--- src/rtl/mts_pkg.sv ---
// shared constants, types and helpers of the mipmapped texture sampler
`default_nettype none
package mts_pkg;
  localparam int TEXEL_WORDS = 32768;
  localparam int ADDR_W      = $clog2(TEXEL_WORDS);
  localparam int MAX_SIDE    = 128;
  localparam int SIDE_W      = 8;
  localparam int MAX_LEVELS  = 8;
  localparam int LVL_W       = 3;
  localparam int IN_DATA_W   = 112;
  localparam int OUT_DATA_W  = 64;

  localparam logic [2:0] CFG_BASE_WIDTH  = 3'd0;
  localparam logic [2:0] CFG_BASE_HEIGHT = 3'd1;
  localparam logic [2:0] CFG_MAX_LEVEL   = 3'd2;
  localparam logic [2:0] CFG_ADDR_MODE   = 3'd3;
  localparam logic [2:0] CFG_FILTER_MODE = 3'd4;
  localparam logic [2:0] CFG_COMP_COUNT  = 3'd5;

  localparam logic ACT_WRITE  = 1'b0;
  localparam logic ACT_SAMPLE = 1'b1;

  typedef logic [MAX_LEVELS-1:0][ADDR_W-1:0] off_tab_t;

  typedef struct packed {
    logic               action;
    logic [ADDR_W-1:0]  addr;
    logic [31:0]        word;
    logic [16:0]        u;
    logic [16:0]        v;
    logic [LVL_W-1:0]   l0;
    logic [LVL_W-1:0]   l1;
    logic [7:0]         f;
    logic               two;
    logic               bil;
  } q_ent_t;

  typedef struct packed {
    logic full;
    logic empty;
  } q_stat_t;

  function automatic logic [SIDE_W-1:0] lvl_dim(input logic [SIDE_W-1:0] side,
                                                input logic [LVL_W-1:0] l);
    logic [SIDE_W-1:0] d;
    d = side >> l;
    return (d == '0) ? SIDE_W'(1) : d;
  endfunction
endpackage
`default_nettype wire

--- src/rtl/mts_front.sv ---
// front part: accepts items, normalizes coordinates, picks levels, queues work
`default_nettype none
module mts_front (
  input  wire                              clk,
  input  wire                              rst_n,
  input  wire                              in_tvalid,
  output logic                             in_tready,
  input  wire  [mts_pkg::IN_DATA_W-1:0]    in_tdata,
  input  wire                              in_tuser,
  input  wire                              addr_mode,
  input  wire  [1:0]                       filter_mode,
  input  wire  [mts_pkg::LVL_W-1:0]        max_level,
  output logic                             q_valid,
  input  wire                              q_ready,
  output mts_pkg::q_ent_t                  q_data,
  output mts_pkg::q_stat_t                 q_stat
);
  import mts_pkg::*;

  q_ent_t          ent;
  q_ent_t          fifo_r [2];
  logic            wr_ptr_r, rd_ptr_r;
  logic [1:0]      cnt_r;
  logic            push, pop;
  logic [3:0]      li;
  logic [4:0]      li1, lr, lsel;
  logic [12:0]     lod_rnd;
  logic            mip_lin;

  function automatic logic [16:0] norm(input logic [23:0] raw, input logic clamp);
    logic [16:0] r;
    if (!clamp) r = {1'b0, raw[15:0]};
    else if (raw[23]) r = '0;
    else if (raw[22:17] != '0 || (raw[16] && raw[15:0] != '0)) r = 17'h10000;
    else r = raw[16:0];
    return r;
  endfunction

  always_comb begin
    mip_lin     = filter_mode[0];
    li          = in_tdata[106:103];
    li1         = 5'(li) + 5'd1;
    lod_rnd     = 13'(in_tdata[106:95]) + 13'd128;
    lr          = lod_rnd[12:8];
    lsel        = mip_lin ? 5'(li) : lr;
    ent.action  = in_tuser;
    ent.addr    = in_tdata[14:0];
    ent.word    = in_tdata[46:15];
    ent.u       = norm(in_tdata[70:47], addr_mode);
    ent.v       = norm(in_tdata[94:71], addr_mode);
    ent.f       = in_tdata[102:95];
    ent.l0      = (lsel > 5'(max_level)) ? max_level : lsel[LVL_W-1:0];
    ent.l1      = (li1 > 5'(max_level)) ? max_level : li1[LVL_W-1:0];
    ent.two     = mip_lin && (ent.f != '0);
    ent.bil     = filter_mode[1];
  end

  assign in_tready   = (cnt_r != 2'd2);
  assign push        = in_tvalid && in_tready;
  assign q_valid     = (cnt_r != 2'd0);
  assign pop         = q_valid && q_ready;
  assign q_data      = fifo_r[rd_ptr_r];
  assign q_stat.full  = (cnt_r == 2'd2);
  assign q_stat.empty = (cnt_r == 2'd0);

  always_ff @(posedge clk) begin
    if (push) fifo_r[wr_ptr_r] <= ent;
  end

  always_ff @(posedge clk) begin
    if (!rst_n) begin
      wr_ptr_r <= 1'b0;
      rd_ptr_r <= 1'b0;
      cnt_r    <= 2'd0;
    end else begin
      if (push) wr_ptr_r <= ~wr_ptr_r;
      if (pop)  rd_ptr_r <= ~rd_ptr_r;
      cnt_r <= cnt_r + 2'(push) - 2'(pop);
    end
  end
endmodule
`default_nettype wire

--- config.mk ---
export PLATFORM = sky130hd
export DESIGN_NAME = mts_front
export DESIGN_NICKNAME = d
export VERILOG_FILES = /design/src/rtl/mts_pkg.sv /design/src/rtl/mts_front.sv
export SDC_FILE = /design/constraint.sdc
export NUM_CORES = 1
export LEC_CHECK = 0
export BUFFER_PORTS_ARGS = -buffer_cell sky130_fd_sc_hd__buf_2
export CAP_MARGIN = 20
export CORE_MARGIN = 2
export CORE_UTILIZATION = 45
export DETAILED_ROUTE_END_ITERATION = 10
export PLACE_DENSITY = 0.7
export SETUP_SLACK_MARGIN = 0.15
export SYNTH_ARGS = -nofsm -noshare
export SYNTH_HDL_FRONTEND = slang
export SYNTH_SLANG_ARGS = --single-unit
--- constraint.sdc ---
create_clock -name clk -period 10.9 [get_ports clk]
set_clock_uncertainty 0.05 [all_clocks]
set_input_delay 0.545 -clock clk [delete_from_list [all_inputs] [get_ports clk]]
set_output_delay 0.545 -clock clk [all_outputs]
set_load 0.1 [all_outputs]
* Yosys cells after proc, flatten, opt, wreduce, memory -nomap -nowiden
Memories as Yosys holds them, arrays and structs flattened. A register that Yosys moved wholly into a read port is not among the register bits.
Index checks and enable logic that the tools add are counted.
** Storage, ports and cells
- Bits of input ports :: 123
- RAM bits :: 196
- Memories kept :: 1
- Register bits after elaboration :: 4
- Logic and storage cells :: 41
- Output and inout bits :: 102
** Memories
- fifo_r :: depth 2, width 98, read ports 1, clocked after Yosys merged registers in 1, wr ports 1, line mts_front.sv:21 : q_ent_t fifo_r [2];
** Operators by class
- $lt $le $gt $ge :: 2
- Bitwise gates (word level) :: 2
- Reduce and logical (&&, ||, !) cells :: 14
- Equality and inequality tests :: 2
- Mux-type cells :: 13
- Add/sub/neg operators :: 4
** Operators with widths (number)
- 2-to-1 mux 17 bit :: 6
- nonzero test 16 bit :: 2
- adder 12 x 8 -> 13 bit (second input constant) :: 1
- nonzero test 6 bit :: 2
- > comparator 5 x 3 -> 1 bit :: 2
- nonzero test 8 bit :: 1
- 2-to-1 mux 3 bit :: 2
- adder 4 x 1 -> 5 bit (second input constant) :: 1
- logical AND 1 bit :: 5
- 2-to-1 mux 5 bit :: 1
- 2-to-1 mux 1 bit :: 4
- adder 2 x 1 -> 2 bit :: 1
- equality test 2 bit (second input constant) :: 1
- zero test 2 bit :: 1
- logical OR 1 bit :: 2
- != test 2 bit (second input constant) :: 1
- inverter 1 bit :: 2
- nonzero test 2 bit :: 1
- subtractor 2 x 1 -> 2 bit :: 1

* Longest topological paths before layout
- Word-level depth :: 6
- Gate-level depth with buffers :: 9
- Gate-level depth less buffers :: 9

* Worst setup path before layout
Ideal clock, no wire load.
- Kind :: flip-flop to flip-flop
- Start point :: register cnt_r[0]
- End point :: memory fifo_r[0][0] (netlist bit) (enable)
- Path buffers :: 0
- Library setup time :: 0.556 ns
- Required time :: 10.294 ns
- Clock period less this slack :: 6.133 ns
- Cell stages (with the launch flop) :: 4
- Arrival :: 5.526 ns
- Setup slack :: 4.767 ns
- Cells stage by stage :: dfxtp_1 -> nand2b_1 -> nand2_1 -> nor2_1
** On the way
- Word-level cells in the longest chain between the ends :: 4
** Ends and longest elaborated chain
- start: declaration :: line mts_front.sv:23 : logic [1:0] cnt_r;
- start signal: assignment :: line mts_front.sv:78 : cnt_r <= cnt_r + 2'(push) - 2'(pop);
- != test 2 bit :: line mts_front.sv:58 : assign in_tready = (cnt_r != 2'd2);
- named net in_tready :: line mts_front.sv:7 : output logic in_tready,
- logical AND 1 bit :: line mts_front.sv:59 : assign push = in_tvalid && in_tready;
- 2-to-1 mux 1 bit :: line mts_front.sv:67 : if (push) fifo_r[wr_ptr_r] <= ent;
- 2-to-1 mux 1 bit (implied by the code) :: line mts_front.sv:67
- end: declaration :: line mts_front.sv:21
The timed path passes the listed nets, and every way through them passes these cells.

==> results.sh <==
export IMPL_status="completed"
export IMPL_synth_cell_types=35
export IMPL_fp_dieH_um=137.4
export IMPL_synth_seq_area_share_pct=74.75
export IMPL_synth_seq_cells=201
export IMPL_rsz0062_at_grt="false"
export IMPL_whs_endpoint="fifo_r[0][97]"
export IMPL_initial_core_util_pct=46.14
export IMPL_ys_async_sr_fraction_pct=0
export IMPL_cts_post_setup_buffers_inserted=0
export IMPL_min_from="in_tuser"
export IMPL_dr_wl_met3_um=1343
export IMPL_grt_pass1_vias=4649
export IMPL_synth_edf_count=196
export IMPL_clock_fmax_ghz=0.3068
export IMPL_final_cells=900
export IMPL_die_area_sq_um=18880
export IMPL_htreeDepth=1
export IMPL_relSlewSlack_pct=30.60
export IMPL_cp_end_kind="output pin"
export IMPL_areaGrowthSynthToFinish_pct=25.11
export IMPL_required_ps=10310
export IMPL_route_met2_wl_um=7692
export IMPL_clk_latency_ps=490
export IMPL_routed_top_layer="met4"
export IMPL_maxCapViolCount=0
export IMPL_rr_endpoint="fifo_r[0][47]"
export IMPL_gr_total_overflow=0
export IMPL_crit_path_max_fanout=51
export IMPL_wire_per_inst_um=17.16
export IMPL_nets=792
export IMPL_mostFrequentLayoutCell="buf_2"
export IMPL_setup_viol=0
export IMPL_fin_ws_ps=7640
export IMPL_slew_violations=0
export IMPL_remaining_drc_errors=0
export IMPL_grt_use_total_pct=15.68
export IMPL_antenna_found_initial=1
export IMPL_synth_nets=560
export IMPL_final_cell_mix="buf_2, edfxtp_1, mux2_2, and2_1, clkbuf_16"
export IMPL_critPathLaunchType="register"
export IMPL_cts_buffers=21
export IMPL_fp_dieW_um=137.4
export IMPL_grt_pass1_wl_um=23090
export IMPL_globalplace_congestion=0.7970
export IMPL_finalCritPeriodShare_pct=29.91
export IMPL_hold_slack_ps=194.6
export IMPL_yosysWarningCount=0
export IMPL_pin_count=225
export IMPL_hold_viol=0
export IMPL_num_vias=4556
export IMPL_cts_max_path_buffers=3
export IMPL_r2r_slack_ps=8270
export IMPL_drt_met1_wl_um=6106
export IMPL_rows=48
export IMPL_worst_setup_path_type="register to output pin"
export IMPL_dpl_hpwl_um=10200
export IMPL_cts_clk_slew_worst_paths_ps=70
export IMPL_ctsResizeCount=0
export IMPL_min_path_type="input pin to register"
export IMPL_core_area_sq_um=17360
export IMPL_critPathSlowestCell="dfxtp_4"
export IMPL_grt_max_degree=78
export IMPL_critical_path_max_stage_delay_ps=770
export IMPL_synth_avg_cell_area_sq_um=18.75
export IMPL_r2r_start="cnt_r[0]"
export IMPL_drtPass1Iterations=6
export IMPL_tightest_slew_ps=1041
export IMPL_synth_area_sq_um=8008
export IMPL_tritoncts="done"
export IMPL_p_leak_nw=3.822
export IMPL_avgViaCountPerCell=5.062
export IMPL_final_antenna_net_count=0
export IMPL_netlist_instances=427
export IMPL_numPlacedInstances=861
export IMPL_hold_buffers=0
export IMPL_holdPathStages=1
export IMPL_power_density_nw_per_um2=305.8
export IMPL_io_buffers=219
export IMPL_routed_wl_um=15450
export IMPL_dp_slack_ps=8077
export IMPL_critPathArrivalTime_ps=2660
export IMPL_post_route_min_period_ps=3260
export IMPL_finalSetupTns_ps=0
export IMPL_drive_gt1_share_pct=53.86
export IMPL_reg2reg_depth=4
export IMPL_max_vdd_ir_drop_v=0.0001804
export IMPL_drt_iter0_drc=224
export IMPL_cts_root_buf="clkbuf_16"
export IMPL_cts_sinks=201
export IMPL_path_cells="buf_4, mux2_2, buf_2"
export IMPL_synth_ff_type="edfxtp_1"
## report_power, final
group | internal, mW | switching, mW | leakage (nW) | total (mW)
combinational | 0.242 | 1.11 | 1.61 | 1.35
clock | 0.401 | 0.277 | 0.324 | 0.678
sequential | 0.988 | 0.0466 | 1.89 | 1.03
## critical path: cells and delay by family (launching register included)
kind	cells	cell delay [ps]
muxes	1	420
buffers and inverters	2	940
DFF	1	770
## stage by stage
stage                     total power, mW  cell area [sq um]  utilization (%)
after detailed placement            2.410               9359            53.92
after global routing                3.171              10020            57.71
after global placement              2.397               9359            53.92
final                               3.064              10020            57.72
after floorplan                     2.216               8008                -
after CTS                           3.099              10020            57.71
## metal layers
| layer | global-route usage [%] | up-vias |
|---|---|---|
| li1 | - | 2141 |
| met1 | 18.71 | 2206 |
| met2 | 27.86 | 178 |
| met3 | 4.084 | 31 |
| met4 | 4.754 | 0 |
| met5 | 0 | - |
## how the worst max path moves through the flow
stage                         to  slack [ps]  depth (start not counted)     start
global placement       q_data[7]        8090                          3  register
floorplan           fifo_r[0][0]        4770                          3  cnt_r[0]
CTS                   q_data[16]        7550                          3  register
detailed placement     q_data[4]        8080                          3  register
global route          q_data[16]        7460                          3  register
finish                 q_data[7]        7640                          3  register
## registers in the layout (all words and copies together), names as in the netlist, named ones only
register	flops
rd_ptr_r	1
fifo_r	196
wr_ptr_r	1
cnt_r	2
## synthesized netlist by cell type (3+ instances only)
cell	number	area share, %
dfxtp_1	5	1.3
mux2i_1	4	0.50
inv_1	8	0.38
nor4_1	10	0.78
ha_1	10	1.6
edfxtp_1	196	73
xnor2_1	5	0.55
nand3_1	3	0.19
mux2_2	102	14
nor2b_1	4	0.31
and2_1	36	2.8
clkbuf_1	8	0.38
## cell type report
| cell class | count | area (sq um) |
|---|---|---|
| diodes | 1 | 2.502 |
| clock buffers | 24 | 536.8 |
| clock inverters | 14 | 120.1 |
| fillers | 1405 | 7338 |
| inverters | 8 | 30.03 |
| multi-input cells | 205 | 1939 |
| flip-flops and latches | 201 | 5989 |
| well taps | 225 | 281.5 |
| repair buffers | 222 | 1119 |
## logic make-up after synthesis
family          after synthesis  share of synthesized area (%)
mux                         106                          14.84
xor+xnor                      7                         0.7656
buf+inv                      21                          1.187
flops                       201                          74.75
simple gates                 67                          5.234
fa+ha+maj                    10                          1.563
compound gates               15                          1.656
(Power assumes the default switching activity.)
